===== src/rtl/dlcf_pkg.sv =====
// Package for the draw list cull filter: sizes, codes and the queued operation type.
package dlcf_pkg;

    localparam int HIT_DEPTH   = 1024;
    localparam int STACK_DEPTH = 32;
    localparam int INDEX_BITS  = 16;
    localparam int Q_DEPTH     = 4;

    localparam int HIT_AW     = (HIT_DEPTH > 1) ? $clog2(HIT_DEPTH) : 1;
    localparam int HIT_CB     = $clog2(HIT_DEPTH + 1);
    localparam int STK_AW     = (STACK_DEPTH > 1) ? $clog2(STACK_DEPTH) : 1;
    localparam int STK_LB     = $clog2(STACK_DEPTH + 1);
    localparam int PEND_BITS  = INDEX_BITS + 1;
    localparam int ENTRY_BITS = INDEX_BITS + 2;
    localparam int Q_AW       = (Q_DEPTH > 1) ? $clog2(Q_DEPTH) : 1;
    localparam int Q_CB       = $clog2(Q_DEPTH + 1);

    localparam logic [1:0] ACT_LOAD  = 2'd0;
    localparam logic [1:0] ACT_CMD   = 2'd1;
    localparam logic [1:0] ACT_CLEAR = 2'd2;

    localparam logic [2:0] CAT_ATTR    = 3'd0;
    localparam logic [2:0] CAT_XFORM   = 3'd1;
    localparam logic [2:0] CAT_DRAW    = 3'd2;
    localparam logic [2:0] CAT_SAVE    = 3'd3;
    localparam logic [2:0] CAT_RESTORE = 3'd4;

    typedef enum logic [1:0] {
        K_LOAD,
        K_CMD,
        K_CLEAR,
        K_NOP
    } t_kind;

    typedef enum logic [2:0] {
        C_ATTR,
        C_XFORM,
        C_DRAW,
        C_SAVE,
        C_RESTORE,
        C_OTHER
    } t_cls;

    typedef struct packed {
        t_kind                  kind;
        t_cls                   cls;
        logic [INDEX_BITS-1:0]  hit_index;
        logic [INDEX_BITS-1:0]  restore_at;
    } t_op;

    typedef enum logic [1:0] {
        S_RUN,
        S_LOAD,
        S_DRAIN
    } t_state;

endpackage


===== src/rtl/dlcf_in_if.sv =====
// Input channel of the draw list cull filter: valid, ready and one input beat.
interface dlcf_in_if;
    import dlcf_pkg::*;

    logic                   valid;
    logic                   ready;
    logic [1:0]             action;
    logic [INDEX_BITS-1:0]  hit_index;
    logic [2:0]             category;
    logic [INDEX_BITS-1:0]  restore_at;

    modport source (output valid, action, hit_index, category, restore_at, input ready);
    modport sink   (input valid, action, hit_index, category, restore_at, output ready);
endinterface


===== src/rtl/dlcf_front.sv =====
// Front stage: accepts input beats, decodes action and category, registers the operation.
module dlcf_front (
    input  logic           i_clk,
    input  logic           i_rst_n,
    dlcf_in_if.sink        i_cmd,
    output logic           o_push_valid,
    output dlcf_pkg::t_op  o_push_op,
    input  logic           i_push_ready
);
    import dlcf_pkg::*;

    logic r_valid;
    t_op  r_op;
    t_op  n_op;

    assign i_cmd.ready  = !r_valid || i_push_ready;
    assign o_push_valid = r_valid;
    assign o_push_op    = r_op;

    always_comb begin
        n_op.hit_index  = i_cmd.hit_index;
        n_op.restore_at = i_cmd.restore_at;
        case (i_cmd.action)
            ACT_LOAD:  n_op.kind = K_LOAD;
            ACT_CMD:   n_op.kind = K_CMD;
            ACT_CLEAR: n_op.kind = K_CLEAR;
            default:   n_op.kind = K_NOP;
        endcase
        case (i_cmd.category)
            CAT_ATTR:    n_op.cls = C_ATTR;
            CAT_XFORM:   n_op.cls = C_XFORM;
            CAT_DRAW:    n_op.cls = C_DRAW;
            CAT_SAVE:    n_op.cls = C_SAVE;
            CAT_RESTORE: n_op.cls = C_RESTORE;
            default:     n_op.cls = C_OTHER;
        endcase
    end

    always_ff @(posedge i_clk) begin
        if (!i_rst_n) begin
            r_valid <= 1'b0;
        end else if (i_cmd.ready) begin
            r_valid <= i_cmd.valid;
        end
    end

    always_ff @(posedge i_clk) begin
        if (i_cmd.ready && i_cmd.valid) begin
            r_op <= n_op;
        end
    end
endmodule


===== src/flat_wrapper.sv =====
// flat-port wrapper written by rule: the top's interface ports become plain ports
module dlcf_front_flat import dlcf_pkg::*;
  (i_clk, i_rst_n, o_push_valid, o_push_op, i_push_ready, i_cmd_valid, i_cmd_action, i_cmd_hit_index, i_cmd_category, i_cmd_restore_at, i_cmd_ready);
  dlcf_in_if i_cmd_i ();
  input  logic i_clk;
  input  logic i_rst_n;
  output logic o_push_valid;
  output dlcf_pkg::t_op o_push_op;
  input  logic i_push_ready;
  input wire logic [$bits(i_cmd_i.valid)-1:0] i_cmd_valid;
  input wire logic [$bits(i_cmd_i.action)-1:0] i_cmd_action;
  input wire logic [$bits(i_cmd_i.hit_index)-1:0] i_cmd_hit_index;
  input wire logic [$bits(i_cmd_i.category)-1:0] i_cmd_category;
  input wire logic [$bits(i_cmd_i.restore_at)-1:0] i_cmd_restore_at;
  output wire logic [$bits(i_cmd_i.ready)-1:0] i_cmd_ready;
  assign i_cmd_i.valid = i_cmd_valid;
  assign i_cmd_i.action = i_cmd_action;
  assign i_cmd_i.hit_index = i_cmd_hit_index;
  assign i_cmd_i.category = i_cmd_category;
  assign i_cmd_i.restore_at = i_cmd_restore_at;
  assign i_cmd_ready = i_cmd_i.ready;
  dlcf_front u_core (.i_clk(i_clk), .i_rst_n(i_rst_n), .i_cmd(i_cmd_i), .o_push_valid(o_push_valid), .o_push_op(o_push_op), .i_push_ready(i_push_ready));
endmodule

===== config.mk =====
export PLATFORM = sky130hd
export DESIGN_NAME = dlcf_front_flat
export DESIGN_NICKNAME = d
export VERILOG_FILES = /design/src/rtl/dlcf_pkg.sv /design/src/rtl/dlcf_in_if.sv /design/src/rtl/dlcf_front.sv /design/src/flat_wrapper.sv
export SDC_FILE = /design/constraint.sdc
export NUM_CORES = 1
export LEC_CHECK = 0
export ABC_AREA = 1
export BUFFER_PORTS_ARGS = -buffer_cell sky130_fd_sc_hd__buf_2
export CELL_PAD_IN_SITES_DETAIL_PLACEMENT = 1
export CELL_PAD_IN_SITES_GLOBAL_PLACEMENT = 1
export CORE_MARGIN = 2
export CORE_UTILIZATION = 25
export DETAILED_ROUTE_END_ITERATION = 16
export PLACE_DENSITY_LB_ADDON = 0.1
export SLEW_MARGIN = 20
export SYNTH_ARGS = -nofsm -noshare
export SYNTH_HDL_FRONTEND = slang
export SYNTH_SLANG_ARGS = --single-unit

===== constraint.sdc =====
create_clock -name i_clk -period 3.11 [get_ports i_clk]
set_clock_uncertainty 0.05 [all_clocks]
set_input_delay 0.4665 -clock i_clk [delete_from_list [all_inputs] [get_ports i_clk]]
set_output_delay 0.4665 -clock i_clk [all_outputs]
set_load 0.01 [all_outputs]

=== After elaboration in Yosys (flattened, before gate mapping) ===
Index checks and enable logic that the tools add are counted.

* Word-level logic and storage cells: 18
* Output and inout port bits: 39
* Input bits: 41
* Register bits after elaboration: 38

* Reduce and logical (&&, ||, !) cells: 5
* Equality and inequality tests: 6
* Muxes and demuxes: 2

{| class="wikitable"
|+ Operator list
! cell !! count
|-
| $pmux W3 S5 || 1
|-
| $eq A3 B2 Y1 const B || 2
|-
| $pmux W2 S3 || 1
|-
| $eq A3 B1 Y1 const B || 1
|-
| $eq A3 B3 Y1 const B || 1
|-
| $logic_not A3 Y1 || 1
|-
| $eq A2 B1 Y1 const B || 1
|-
| $eq A2 B2 Y1 const B || 1
|-
| $logic_not A2 Y1 || 1
|-
| $logic_and A1 B1 Y1 || 1
|-
| $logic_not A1 Y1 || 1
|-
| $logic_or A1 B1 Y1 || 1
|}

=== Longest topological paths before layout ===
* Word-level depth: 3
* Depth in mapped cells: 3
* Mapped depth without buffers: 3

=== Least setup slack after synthesis ===
No wires, ideal clock.

* Path type: input to register
* Start: in i_cmd_valid
* End: reg u_core.r_op (netlist bit u_core.o_push_op[0]), enable pin
* Data required time: 2616 ps
* Buffers on the path: 0
* Stages: 2
* Path slack: 277 ps
* Setup time: 444 ps
* Arrival: 2339 ps
* Cell sequence: inv_1 > a21oi_1

* Cells in the longest elaborated chain, start to end: 1

{| class="wikitable"
|+ RTL lines
! item !! line !! RTL
|-
| start: declaration || flat_wrapper.sv:10 || <nowiki>input wire logic [$bits(i_cmd_i.valid)-1:0] i_cmd_valid;</nowiki>
|-
| $logic_and A1 B1 Y1 || dlcf_front.sv:48 || <nowiki>if (i_cmd.ready && i_cmd.valid) begin</nowiki>
|-
| end signal: assignment || dlcf_front.sv:49 || <nowiki>r_op <= n_op;</nowiki>
|-
| end: declaration || dlcf_front.sv:13 || <nowiki>t_op r_op;</nowiki>
|}

No other way between the ends.
A chain may end at the register's enable or synchronous reset.

=== Worst setup path after layout ===
* Start: reg u_core.r_valid (netlist: u_core.o_push_valid)
* End: reg u_core.r_op (netlist bit u_core.o_push_op[0]), enable pin

* Cells in the longest elaborated chain, start to end: 3

{| class="wikitable"
|+ RTL lines
! item !! line !! RTL
|-
| start: declaration || dlcf_front.sv:12 || <nowiki>logic r_valid;</nowiki>
|-
| start signal: assignment || dlcf_front.sv:43 || <nowiki>r_valid <= i_cmd.valid;</nowiki>
|-
| $logic_not A1 Y1 || dlcf_front.sv:16 || <nowiki>assign i_cmd.ready = !r_valid || i_push_ready;</nowiki>
|-
| $logic_or A1 B1 Y1 || dlcf_front.sv:16 ||
|-
| $logic_and A1 B1 Y1 || dlcf_front.sv:48 ||
|}

No other way between the ends.

==> summary.txt <==
drt drc - 0
die height - 73.0 µm
RSZ-0062 raised after global routing - no
post-synthesis sequential area ratio - 95.2%
fillers - 512
Largest delay share family, worst path - compound AO/OA/AOI/OAI gates
most frequent cells in the layout - buf_2 (79), edfxtp_1 (37), clkbuf_8 (5)
vias in the first global route - 786
CP arrival - 1.53 ns
Setup Crit Path Kind - register to register
Post-Syn Area - 1190 µm²
FP Rows - 25
status - completed
leading cell type in the layout, fill and taps excluded - buf_2
met3 usage - 6.91%
Iteration-0 DRC Markers - 63
leading post-synthesis cells by cell area - edfxtp_1 (93%), dfxtp_1 (1.7%), clkbuf_1 (0.95%)
PostCTS Resize Cnt - 0
Num CTS Buffers - 5
Vias/cell - 3.96
Clock Tree Buf Depth - 2
Tcrit/Tclk final - 52.2%
largest net degree at the start of global routing - 22
post-synthesis net count - 91
Max Clock Freq - 616 MHz
final setup violation count - 0
drt total wl - 2.51 mm
Slew @ Worst Pin - 0.566 ns
core footprint - 4660 µm²
Max-Cap Viols - 0
Die X - 73.0 µm
Yosys top cell area share - 93.5%
detailed-route wire length per cell - 13.3 µm
met2 Use GR - 15.6%
Syn Inst Count - 50
Final HPWL DP - 1.90 mm
Worst Path Max Fanout - 21
Routed Antenna Nets - 0
slowest cell delay on critical path - 0.50 ns
Slew headroom - 62.2%
Slew Limit Fails - 0
crit path cell chain - a21oi_4 > buf_4
# port buffers - 79
htree depth - 2
GRT Util Overall - 10.1%
Mean Syn Cell Area - 23.8 µm²
drt pass-1 iters - 3
grt ovf - 0
setup repair bufs after CTS - 0
WP buf/inv - 1
Crit. End Element - register
# diodes - 0
clk slew on worst S/H paths - 0.08 ns
Final nets - 175
Initial Utilization - 25.5%
first-pass GRT wire length - 3.75 mm
Die Area - 5320 µm²
Yosys cell types - 10
GRT met1 Usage - 10.8%
final hold violations - 0
insertion delay to the later sink of the worst-skew pair - 0.27 ns
Area growth, synth to finish - 46.4%
Final Core Density - 37.3%
Ys Warns - 0
HP Class - primary input to register
post-cts hold buffer count - 0
clk sinks - 38
Sum Neg Setup Slack - 0 ns
Placer Congestion - 0.606
TritonCTS clock tree - built
Pwr Density - 579 nW/µm²
maximum vdd drop - 0.235 mV
WP data required - 3.02 ns
antenna violations before repair - 0
I/O Pins - 80
clock root buffer - clkbuf_8
Vias - 749
Lkg Pwr - 0.759 nW
share of layout cells above drive strength 1 - 66.7%
minimum clock period - 1.62 ns
Synth Register Bits - 38
GR peak layer - met2
highest-delay cell along the critical path - a21oi_4
crit start category - register
Synth area leader - edfxtp_1
## cell type report
class | count | area (µm²) | area share, %
repair buffers | 80 | 403 | 23.1
flip-flops and latches | 38 | 1130 | 65.0
clock buffers | 6 | 72.6 | 4.17
multi-input cells | 5 | 42.5 | 2.44
clock inverters | 2 | 8.76 | 0.503
well taps | 54 | 67.6 | 3.88
inverters | 4 | 15.0 | 0.863
## power by group
| group | switching [W] | total, W | internal, W |
|---|---|---|---|
| logic | 0.0000480 | 0.0000877 | 0.0000397 |
| registers | 0.00000660 | 0.000604 | 0.000597 |
| clock network | 0.000162 | 0.000316 | 0.000154 |
| total | 0.000217 | 0.00101 | 0.000791 |
## state kept, by name, summed over array words and instances, names as in the netlist
register and cells:
u_core.o_push_op 37, u_core.o_push_valid 1
## layer usage
layer  vias up  wire [µm]
met1       340        962
met2        56       1180
met4         0         17
met5         -          0
li1        351          -
met3         2        348
## metrics by stage
step | cells | hold WS (ns) | power (W) | cell area [µm²] | setup slack, ns
CTS | 189 | 0.291 | 0.00103 | 1740 | 1.45
detailed placement | 181 | 0.480 | 0.000706 | 1660 | 1.21
global placement | 181 | 0.457 | 0.000703 | 1660 | 1.28
global route | 189 | 0.282 | 0.00106 | 1740 | 1.36
floorplan | 50 | 0.495 | 0.000649 | 1190 | 0.277
finish | 189 | 0.302 | 0.00101 | 1740 | 1.49
## cells in the mapped netlist (all sizes together)
| master | instances |
|---|---|
| edfxtp | 37 |
| inv | 4 |
| clkbuf | 3 |
| a21oi | 2 |
| a21o | 1 |
| dfxtp | 1 |
| nand2 | 1 |
| nor2 | 1 |
## cells by family (layout without fill, tap and decap cells)
family / count (synthesis) / in the layout / share of synthesized area [%]
AND/OR/NAND/NOR: 2 / 2 / 0.842
buffers and inverters: 7 / 92 / 2.21
AO/OA/AOI/OAI: 3 / 3 / 1.79
flip-flops: 38 / 38 / 95.2
## worst paths after layout
kind | end | cells past startpoint | startpoint | slack [ns]
setup reg to reg | u_core.o_push_op[0]$_DFFE_PP_ | 2 | u_core.o_push_valid$_SDFFE_PN0N_ | 1.49
setup / recovery | u_core.o_push_op[0]$_DFFE_PP_ | 2 | u_core.o_push_valid$_SDFFE_PN0N_ | 1.49
hold / removal | u_core.o_push_op[22]$_DFFE_PP_ | 1 | i_cmd_hit_index[6] | 0.30
hold reg to reg | u_core.o_push_valid$_SDFFE_PN0N_ | 2 | u_core.o_push_valid$_SDFFE_PN0N_ | 0.48
No activity file was read; power rests on OpenSTA's default activity.
