**config.mk**
```make
export PLATFORM = sky130hd
export DESIGN_NAME = dlcf_queue
export DESIGN_NICKNAME = d
export VERILOG_FILES = /design/src/rtl/dlcf_pkg.sv /design/src/rtl/dlcf_queue.sv
export SDC_FILE = /design/constraint.sdc
export NUM_CORES = 1
export LEC_CHECK = 0
export ABC_AREA = 1
export BUFFER_PORTS_ARGS = -buffer_cell sky130_fd_sc_hd__buf_2
export CAP_MARGIN = 0
export CORE_ASPECT_RATIO = 1.75
export CORE_MARGIN = 2
export CORE_UTILIZATION = 55
export CTS_CLUSTER_DIAMETER = 150
export DETAILED_ROUTE_END_ITERATION = 8
export GPL_TIMING_DRIVEN = 0
export MAX_ROUTING_LAYER = met4
export PLACE_DENSITY = 0.77
export SLEW_MARGIN = 40
export SYNTH_ARGS = -nofsm -noshare
export SYNTH_HDL_FRONTEND = slang
export SYNTH_SLANG_ARGS = --single-unit
```
**constraint.sdc**
```tcl
create_clock -name i_clk -period 6.9 [get_ports i_clk]
set_clock_uncertainty 0.2 [all_clocks]
set_input_delay 1.035 -clock i_clk [delete_from_list [all_inputs] [get_ports i_clk]]
set_output_delay 1.035 -clock i_clk [all_outputs]
set_load 0.03 [all_outputs]
```
**src/rtl/dlcf_pkg.sv**
```systemverilog
// Package for the draw list cull filter: sizes, codes and the queued operation type.
package dlcf_pkg;

    localparam int HIT_DEPTH   = 1024;
    localparam int STACK_DEPTH = 32;
    localparam int INDEX_BITS  = 16;
    localparam int Q_DEPTH     = 4;

    localparam int HIT_AW     = (HIT_DEPTH > 1) ? $clog2(HIT_DEPTH) : 1;
    localparam int HIT_CB     = $clog2(HIT_DEPTH + 1);
    localparam int STK_AW     = (STACK_DEPTH > 1) ? $clog2(STACK_DEPTH) : 1;
    localparam int STK_LB     = $clog2(STACK_DEPTH + 1);
    localparam int PEND_BITS  = INDEX_BITS + 1;
    localparam int ENTRY_BITS = INDEX_BITS + 2;
    localparam int Q_AW       = (Q_DEPTH > 1) ? $clog2(Q_DEPTH) : 1;
    localparam int Q_CB       = $clog2(Q_DEPTH + 1);

    localparam logic [1:0] ACT_LOAD  = 2'd0;
    localparam logic [1:0] ACT_CMD   = 2'd1;
    localparam logic [1:0] ACT_CLEAR = 2'd2;

    localparam logic [2:0] CAT_ATTR    = 3'd0;
    localparam logic [2:0] CAT_XFORM   = 3'd1;
    localparam logic [2:0] CAT_DRAW    = 3'd2;
    localparam logic [2:0] CAT_SAVE    = 3'd3;
    localparam logic [2:0] CAT_RESTORE = 3'd4;

    typedef enum logic [1:0] {
        K_LOAD,
        K_CMD,
        K_CLEAR,
        K_NOP
    } t_kind;

    typedef enum logic [2:0] {
        C_ATTR,
        C_XFORM,
        C_DRAW,
        C_SAVE,
        C_RESTORE,
        C_OTHER
    } t_cls;

    typedef struct packed {
        t_kind                  kind;
        t_cls                   cls;
        logic [INDEX_BITS-1:0]  hit_index;
        logic [INDEX_BITS-1:0]  restore_at;
    } t_op;

    typedef enum logic [1:0] {
        S_RUN,
        S_LOAD,
        S_DRAIN
    } t_state;

endpackage

```
**src/rtl/dlcf_queue.sv**
```systemverilog
// Short operation queue that decouples the front stage from the back stage.
module dlcf_queue (
    input  logic           i_clk,
    input  logic           i_rst_n,
    input  logic           i_push_valid,
    input  dlcf_pkg::t_op  i_push_op,
    output logic           o_push_ready,
    output logic           o_head_valid,
    output dlcf_pkg::t_op  o_head_op,
    input  logic           i_pop
);
    import dlcf_pkg::*;

    t_op              r_mem [Q_DEPTH];
    logic [Q_AW-1:0]  r_wr_ptr;
    logic [Q_AW-1:0]  r_rd_ptr;
    logic [Q_CB-1:0]  r_count;
    logic             push;
    logic             pop;

    assign o_push_ready = (r_count != Q_CB'(Q_DEPTH));
    assign o_head_valid = (r_count != '0);
    assign o_head_op    = r_mem[r_rd_ptr];
    assign push         = i_push_valid && o_push_ready;
    assign pop          = i_pop && o_head_valid;

    function automatic logic [Q_AW-1:0] ptr_inc(input logic [Q_AW-1:0] p);
        logic [Q_AW-1:0] r;
        if (p == Q_AW'(Q_DEPTH - 1)) begin
            r = '0;
        end else begin
            r = p + 1'b1;
        end
        return r;
    endfunction

    always_ff @(posedge i_clk) begin
        if (!i_rst_n) begin
            r_wr_ptr <= '0;
            r_rd_ptr <= '0;
            r_count  <= '0;
        end else begin
            if (push) begin
                r_wr_ptr <= ptr_inc(r_wr_ptr);
            end
            if (pop) begin
                r_rd_ptr <= ptr_inc(r_rd_ptr);
            end
            if (push && !pop) begin
                r_count <= r_count + 1'b1;
            end else if (pop && !push) begin
                r_count <= r_count - 1'b1;
            end
        end
    end

    always_ff @(posedge i_clk) begin
        if (push) begin
            r_mem[r_wr_ptr] <= i_push_op;
        end
    end
endmodule

```
Word level (Yosys, flattened, before mapping)
Memories as Yosys holds them, arrays and structs flattened. A register that Yosys moved wholly into a read port is not among the register bits.
Index checks and enable logic that the tools add are counted.
{"block": "word_totals", "memories": 1, "register_bits": 7, "mem_bits_rw": 148, "in_bits": 41}
{"name": "r_mem", "words": 4, "word_bits": 37, "rd": 1, "rd_clocked_by_memory_dff": 1, "write_ports": 1, "line": "dlcf_queue.sv:14", "source": "t_op r_mem [Q_DEPTH];"}
{"block": "op_classes", "reduce_logical": 8, "n_mux": 8, "n_eq_ne": 3, "addsub": 4}
{"operator": "2-bit 2-to-1 mux", "n": 4}
{"operator": "3-bit 2-to-1 mux", "n": 2}
{"operator": "2-bit by 1-bit adder with 2-bit output (second input constant)", "n": 2}
{"operator": "2-bit equality test (second input constant)", "n": 2}
{"operator": "1-bit logical AND", "n": 4}
{"operator": "3-bit by 1-bit adder with 3-bit output (second input constant)", "n": 1}
{"operator": "3-bit inequality test (second input constant)", "n": 1}
{"operator": "3-bit nonzero test", "n": 1}
{"operator": "3-bit by 1-bit subtractor with 3-bit output (second input constant)", "n": 1}
{"operator": "1-bit logical NOT", "n": 2}
{"operator": "1-bit 2-to-1 mux", "n": 2}
{"operator": "2-bit nonzero test", "n": 1}

Logic depth before layout (Yosys ltp)
Gate-level depths: netlist of run 1.
{"block": "logic_depth", "ltp_word": 6, "depth_mapped": 13}

Worst setup path after synthesis of run 1
Ideal clock, no wire load.
{"block": "synth_path", "kind": "input to register", "start": "input i_push_valid", "end": "memory r_mem[0][0] (netlist name) (enable)", "t_required_ns": 6.269, "t_arrival_ns": 2.757, "stages": 2, "path_slack_ns": 3.511, "cell_sequence": "nand2_1 -> nor2_1"}
{"block": "synth_via", "elab_chain_cells": 3}
{"item": "from (decl)", "line": "dlcf_queue.sv:5", "source": "input logic i_push_valid,"}
{"item": "1-bit logical AND", "line": "dlcf_queue.sv:24", "source": "assign push = i_push_valid && o_push_ready;"}
{"item": "1-bit 2-to-1 mux", "line": "dlcf_queue.sv:58", "source": "if (push) begin"}
{"item": "1-bit 2-to-1 mux (implied by the code)", "line": "dlcf_queue.sv:59", "source": "r_mem[r_wr_ptr] <= i_push_op;"}
{"item": "to (decl)", "line": "dlcf_queue.sv:14"}
No other way between the ends.

==> metrics.cfg, run 1 <==
[worst_setup_path]
worstSetupPathType = reg -> out
slowest_delay_ns = 0.45
worstPathRequired_ns = 5.66
arrival_ns = 2.05
path_cells = inv_1 -> clkbuf_1 -> o21ai_1 -> o22ai_1 -> buf_2
cp-start-kind = flop
crit_fanout = 10
reg2reg_setup_slack_ns = 4.53
slowest_stage = clkbuf_1
endpoint_kind = primary output

[synth]
synthCells = 428
yosys.area.top_type = edfxtp_1
ys_seq_area_share_pct = 77.4
avgSynthCellArea_um2 = 14.0
synth_cell_types = 20
yosys_register_bits = 157
yosys-top-cells-area = edfxtp_1 (74%), nor2_1 (5.7%), o21ai_0 (4.0%)
syn_area_um2 = 5980
yosys.area.top_type_share_pct = 74.3
syn-num-nets = 476
yosys_warnings = 0

[clocking]
cts_tree = yes
holdBufCountCts = 0
clk_pin_slew_ns = 0.06
clk_latency_ns = 0.41
cts.path.max_buffers = 2
post_cts_buffers = 0
cts_root_buf = clkbuf_16
cts_resized = 0
cts.sinks = 157
htreeDepth = 4
cts_buffers = 17

[sta]
fmax_mhz = 305
setup_viol = 0
setup_ws_ns = 3.62
final_hold_viol_count = 0
period_share_pct = 47.6
post-route-min-period_ns = 3.28
tns_ns = 0
worst_pin_slew_ns = 0.510
relSlewSlack_pct = 66.0
report.final.slew_viol_count = 0
rsz0062_at_grt = false
holdWs_ns = 0.318

[placement]
dpl_cell_area_um2 = 6770
place.gp.congestion = 0.767
io_buffers = 79
dp_hpwl_um = 8180
pre_cts_ws_ns = 4.01

[floorplanning]
die_y_um = 142
core_um2 = 10600
die_w_um = 82.8
io_pins = 80
num_rows = 50
start_util_pct = 56.2
dieArea_um2 = 11800

[global_route]
grt.met2_usage_pct = 41.2
antenna_found_initial = 0
grt_max_degree = 18
busiest_layer = met2
grt_use_met3_pct = 5.06
grt.total_usage_pct = 23.5
grt_first_pass_wirelength_um = 20200
grt_overflow = 0
grt_pass1_vias = 4143
met1_usage_pct = 24.4

[routing]
vias = 3907
antenna_left = 0
via_per_inst = 5.78
wl_per_cell_um = 19.2
drt_pass1_iterations = 4
first_iter_violations = 327
routed_wirelength_um = 13000
drcViolationCount = 0

[finish]
area.growth.synth_to_final_pct = 23.5
design_area_um2 = 7380
final_net_count = 582
drive_gt1_share_pct = 24.4
antennaDiodeCount = 0

[power]
ir_worst_vdd_uv = 282
cellLeakagePower_nw = 2.70
cellPowerDensity_nw_per_um2 = 431

[outcome]
status = finished, final reports clean

[job]
cap_viol_max_count = 0

[min_path]
hold_path_class = reg -> reg

[final timing paths]
| check | to | start | depth (start not counted) |
|---|---|---|---|
| hold / removal | r_count[0]$_SDFFE_PN0P_ | r_count[0]$_SDFFE_PN0P_ | 2 |
| setup / recovery | o_head_op[7] | flop | 5 |
| setup reg to reg | r_count[1]$_SDFFE_PN0P_ | r_count[1]$_SDFFE_PN0P_ | 9 |
| hold reg to reg | r_count[0]$_SDFFE_PN0P_ | r_count[0]$_SDFFE_PN0P_ | 2 |
[logic make-up after synthesis]
group	synth area share (%)
fa+ha+maj	1.59
buf+inv	3.68
flops	77.4
compound gates	10.4
simple gates	6.97
[cell type report]
| class | count | area (µm²) |
|---|---|---|
| repair buffers | 87 | 603 |
| flip-flops and latches | 157 | 4620 |
| clock buffers | 21 | 440 |
| clock inverters | 10 | 166 |
| well taps | 130 | 163 |
| plain buffers | 23 | 156 |
| inverters | 17 | 63.8 |
| fillers | 686 | 3250 |
| multi-input cells | 231 | 1160 |
[sequential cells by signal (all words and copies together), names as in the netlist, named ones only]
name      count
r_count       3
r_rd_ptr      2
r_mem       148
r_wr_ptr      2
[worst max-delay path: cells and delay by family (launching register included)]
kind / cells / cell delay, ns
AO/OA/AOI/OAI: 2 / 0.36
buffers and inverters: 3 / 0.96
flip-flops: 1 / 0.31
[where the power goes]
group,internal (W),switching [W]
sequential,0.00116,0.0000358
clock,0.000603,0.000339
combinational,0.000307,0.000729
[stage by stage]
stage / power, W / std cells / utilization (%)
after floorplan: 0.00189 / 428 / -
after global placement: 0.00218 / 637 / 61.5
after detailed placement: 0.00225 / 645 / 63.7
after CTS: 0.00319 / 676 / 69.4
after global routing: 0.00331 / 676 / 69.4
final: 0.00318 / 676 / 69.4
[cells in the mapped netlist, drive strengths merged]
cell type,count
fa,1
inv,17
buf,13
o22ai,37
a21oi,2
o21ai,76
ha,6
edfxtp,148
dfxtp,9
clkbuf,10
nand4,1
nand2,15
nor2,91
nand3,1
nand3b,1
[layout by cell type, fill, tap and decap left out, drive strengths merged, types with 6 or more instances in the layout]
cell type,count
clkbuf,31
dfxtp,9
buf,100
o22ai,37
nand2,15
nor2,91
ha,6
inv,17
edfxtp,148
o21ai,76
[routing by layer]
metal | vias up | part of all wire, %
met5 | - | 0
met4 | 0 | 3.1
met3 | 36 | 5.1
met2 | 152 | 55
met1 | 1928 | 36
li1 | 1791 | -
(Power assumes the default switching activity.)
==> run 2: changes to the inputs <==
--- a/config.mk
+++ b/config.mk
@@ -5,7 +5,7 @@
 export SDC_FILE = /design/constraint.sdc
 export NUM_CORES = 1
 export LEC_CHECK = 0
-export ABC_AREA = 1
+export ABC_AREA = 0
 export BUFFER_PORTS_ARGS = -buffer_cell sky130_fd_sc_hd__buf_2
 export CAP_MARGIN = 0
 export CORE_ASPECT_RATIO = 1.75
==> constraint.sdc (replaced) <==
create_clock -name i_clk -period 3.4 [get_ports i_clk]
set_clock_uncertainty 0.2 [all_clocks]
set_input_delay 0.51 -clock i_clk [delete_from_list [all_inputs] [get_ports i_clk]]
set_output_delay 0.51 -clock i_clk [all_outputs]
set_load 0.03 [all_outputs]
==> metrics.cfg, run 2 <==
[floorplanning]
num_rows = 49  ; was 50
io_pins = 80  ; unchanged
start_util_pct = 56.5  ; was 56.2%
core_um2 = 10300  ; was 10600 µm²
die_y_um = 140  ; was 142 µm
dieArea_um2 = 11400  ; was 11800 µm²
die_w_um = 81.8  ; was 82.8 µm

[synth]
yosys_warnings = 0  ; unchanged
synthCells = 244  ; was 428
yosys.area.top_type_share_pct = 76.4  ; was 74.3%
yosys.area.top_type = edfxtp_1  ; unchanged
synth_edf_count = 148  ; unchanged
synth_compound_area_share_pct = 0.602  ; was 10.4%
synthMuxAreaShare_pct = 14.7  ; was 0%
synth_cell_types = 27  ; was 20
syn_area_um2 = 5820  ; was 5980 µm²
yosys_register_bits = 157  ; unchanged
avgSynthCellArea_um2 = 23.8  ; was 14.0 µm²
synth-simple-area-share_pct = 2.02  ; was 6.97%
synth-xor-area-share_pct = 0.301  ; was 0%
async_flop_share_pct = 0  ; unchanged
synth_top_family_by_area = multiplexers  ; was compound AO/OA/AOI/OAI gates
yosysMostFrequentCell = edfxtp_1  ; unchanged
ys.flop_type = edfxtp_1  ; unchanged
yosys-top-cells-area = edfxtp_1 (76%), mux4_2 (14%), dfxtp_1 (3.1%)  ; was edfxtp_1 (74%), nor2_1 (5.7%), o21ai_0 (4.0%)
syn-num-nets = 292  ; was 476
synthTopCellsByCount = edfxtp_1 (148), mux4_2 (37), dfxtp_1 (9)  ; was edfxtp_1 (148), nor2_1 (91), o21ai_0 (48)
synthAdderAreaFrac_pct = 1.63  ; was 1.59%
ys_seq_area_share_pct = 79.5  ; was 77.4%

[sta]
relSlewSlack_pct = 60.0  ; was 66.0%
rsz0062_at_grt = false  ; unchanged
period_share_pct = 82.3
post-route-min-period_ns = 2.80
holdWs_ns = 0.115  ; was 0.318 ns
setup_ws_ns = 0.601  ; was 3.62 ns
setup_viol = 0  ; unchanged
tns_ns = 0  ; unchanged
report.final.slew_viol_count = 0  ; unchanged
fmax_mhz = 357
worst_pin_slew_ns = 0.594  ; was 0.510 ns
final_hold_viol_count = 0  ; unchanged

[clocking]
clk_pin_slew_ns = 0.06  ; about the same
clk_latency_ns = 0.41  ; about the same
cts.sinks = 157  ; unchanged
post_cts_buffers = 0  ; unchanged
cts.path.max_buffers = 2  ; unchanged
cts_tree = yes  ; unchanged
holdBufCountCts = 0  ; unchanged
cts_buffers = 17  ; unchanged
cts_root_buf = clkbuf_16  ; unchanged
cts_resized = 0  ; unchanged
htreeDepth = 4  ; unchanged

[placement]
pre_cts_ws_ns = 0.722  ; was 4.01 ns
place.gp.congestion = 0.704  ; was 0.767
io_buffers = 79  ; unchanged
dp_hpwl_um = 5920  ; was 8180 µm

[worst_setup_path]
r2r-end = r_count[2]$_SDFFE_PN0P_  ; was r_count[1]$_SDFFE_PN0P_
worstPathBufferInverterCount = 3  ; unchanged
worstPathRequired_ns = 2.69  ; was 5.66 ns
timing.rr.start = r_count[0]$_SDFFE_PN0P_  ; was r_count[1]$_SDFFE_PN0P_
arrival_ns = 2.09  ; was 2.05 ns
cp-start-kind = flop  ; unchanged
slowest_stage = clkbuf_1  ; unchanged
slowest_delay_ns = 0.43  ; was 0.45 ns
worst_path_most_repeated_cell = buf_2
worstSetupPathType = reg -> out  ; unchanged
path_cells = clkbuf_1 -> buf_2 -> mux4_2 -> buf_2  ; was inv_1 -> clkbuf_1 -> o21ai_1 -> o22ai_1 -> buf_2
reg2reg_setup_slack_ns = 0.69  ; was 4.53 ns
crit_fanout = 10  ; unchanged
reg2regPathDepth = 7  ; was 9
endpoint_kind = primary output  ; unchanged
cp_top_family = buffers and inverters  ; unchanged

[global_route]
grt_max_degree = 38  ; was 18
grt_overflow = 0  ; unchanged
grt_first_pass_wirelength_um = 15200  ; was 20200 µm
grt_pass1_vias = 2933  ; was 4143
antenna_found_initial = 2  ; was 0
grt.total_usage_pct = 19.4  ; was 23.5%

[routing]
drt_pass1_iterations = 4  ; unchanged
dr_wl_met2_um = 5590  ; was 7220 µm
dr_wl_met3_um = 479  ; was 660 µm
routed_wirelength_um = 9910  ; was 13000 µm
drt-met1-wl_um = 3650  ; was 4730 µm
first_iter_violations = 121  ; was 327
topRoutingLayerUsed = met4  ; unchanged
vias = 2713  ; was 3907
drcViolationCount = 0  ; unchanged
wl_per_cell_um = 20.5  ; was 19.2 µm
antenna_left = 0  ; unchanged
via_per_inst = 5.61  ; was 5.78

[finish]
final_net_count = 390  ; was 582
mostFrequentLayoutCell = edfxtp_1  ; unchanged
largest_reg_flops = 148  ; unchanged
final_cell_mix = edfxtp_1 (148), buf_2 (82), mux4_2 (37), clkbuf_16 (17), dfxtp_1 (9)  ; was edfxtp_1 (148), nor2_1 (87), buf_2 (83), o21ai_0 (48), o22ai_1 (37)
drive_gt1_share_pct = 44.8  ; was 24.4%
reg_top3 = r_mem (148), r_count (3)  ; unchanged
area.growth.synth_to_final_pct = 19.4  ; was 23.5%
regMostFlops = r_mem  ; unchanged

[power]
cellPowerDensity_nw_per_um2 = 805  ; was 431 nW/µm²
clkPwrFrac_pct = 31.1  ; was 29.7%
cellLeakagePower_nw = 2.39  ; was 2.70 nW
p_sw_w = 0.00163  ; was 0.00110 W
ir_worst_vdd_uv = 535  ; was 282 µV
combPwrFrac_pct = 25.6  ; was 32.6%
internal-power_w = 0.00396  ; was 0.00207 W
sw_frac_of_total_pct = 29.1  ; was 34.7%
power_frac_seq_pct = 43.3  ; was 37.7%

[min_path]
hold_path_class = in -> reg  ; was reg -> reg
worstHoldEndpoint = r_mem[3][13]$_DFFE_PP_  ; was r_count[0]$_SDFFE_PN0P_
holdPathStages = 1  ; was 2
hp-start = i_push_op[13]  ; was r_count[0]$_SDFFE_PN0P_

[outcome]
status = finished, final reports clean  ; unchanged

[job]
cap_viol_max_count = 0  ; unchanged

run 2: cell types whose count changed after synthesis, sizes merged, moves of 4 or more:
| cell | before | now |
|---|---|---|
| nor2 | 91 | 2 |
| buf | 13 | 8 |
| inv | 17 | 3 |
| o22ai | 37 | 0 |
| nand2 | 15 | 5 |
| clkbuf | 10 | 2 |
| and3 | 0 | 4 |
| mux4 | 0 | 37 |
| o21ai | 76 | 4 |
run 2: how the worst max path moves through the flow:
| stage | endpoint | slack, ns | depth (start not counted) |
|---|---|---|---|
| 3_3_place_gp | r_count[2]$_SDFFE_PN0P_ | 0.88 | 7 |
| 3_5_place_dp | r_count[2]$_SDFFE_PN0P_ | 0.72 | 7 |
| 2_1_floorplan | r_count[2]$_SDFFE_PN0P_ | 1.0 | 7 |
| 5_1_grt | o_head_op[35] | 0.49 | 4 |
| 4_1_cts | o_head_op[35] | 0.53 | 4 |
| 6_report | o_head_op[35] | 0.60 | 4 |
run 2: power groups by stage:
stage / logic [W] / clock network [W] / registers [W]
6_report: 0.00143 / 0.00174 / 0.00242
5_1_grt: 0.00154 / 0.00183 / 0.00244
4_1_cts: 0.00146 / 0.00177 / 0.00242
3_5_place_dp: 0.00146 / 0 / 0.00246
3_3_place_gp: 0.00142 / 0 / 0.00245
2_1_floorplan: 0.00108 / 0 / 0.00244
run 2: cell families (layout without fill, tap and decap cells):
| logic type | count (synthesis) | after routing |
|---|---|---|
| XOR/XNOR | 2 | 2 |
| buffers and inverters | 13 | 124 |
| AO/OA/AOI/OAI | 6 | 6 |
| adder cells (fa/ha/maj) | 7 | 7 |
| other | 0 | 2 |
| multiplexers | 39 | 39 |
| flip-flops | 157 | 157 |
| AND/OR/NAND/NOR | 20 | 20 |
run 2: area by class of cell:
type / instances / area, µm²
Fill cell: 697 / 3350
Sequential cell: 157 / 4620
Multi-Input combinational cell: 74 / 1130
Tap cell: 127 / 159
Timing Repair Buffer: 79 / 395
Antenna cell: 2 / 5.00
Inverter: 3 / 11.3
Clock inverter: 14 / 128
Buffer: 10 / 63.8
Clock buffer: 18 / 429
run 2: layer usage:
| metal | GRT usage, % | vias to the layer above |
|---|---|---|
| met5 | - | - |
| met4 | 8.51 | 0 |
| met3 | 5.80 | 16 |
| met2 | 32.1 | 90 |
| met1 | 21.4 | 1384 |
| li1 | - | 1223 |
run 2: through the flow:
| step | area, µm² | power [W] | instances | utilization [%] |
|---|---|---|---|---|
| floorplan | 5820 | 0.00351 | 244 | - |
| global placement | 6370 | 0.00387 | 450 | 61.9 |
| detailed placement | 6390 | 0.00391 | 450 | 62.0 |
| CTS | 6940 | 0.00566 | 482 | 67.4 |
| global route | 6950 | 0.00582 | 484 | 67.5 |
| finish | 6950 | 0.00559 | 484 | 67.5 |
run 2: worst register-to-register path: cells and delay by family (launching register included):
kind,cells,cell delay (ns)
simple gates,1,0.42
flops,1,0.37
fa+ha+maj,2,0.68
compound gates,2,0.73
xor+xnor,1,0.18
buf+inv,1,0.07
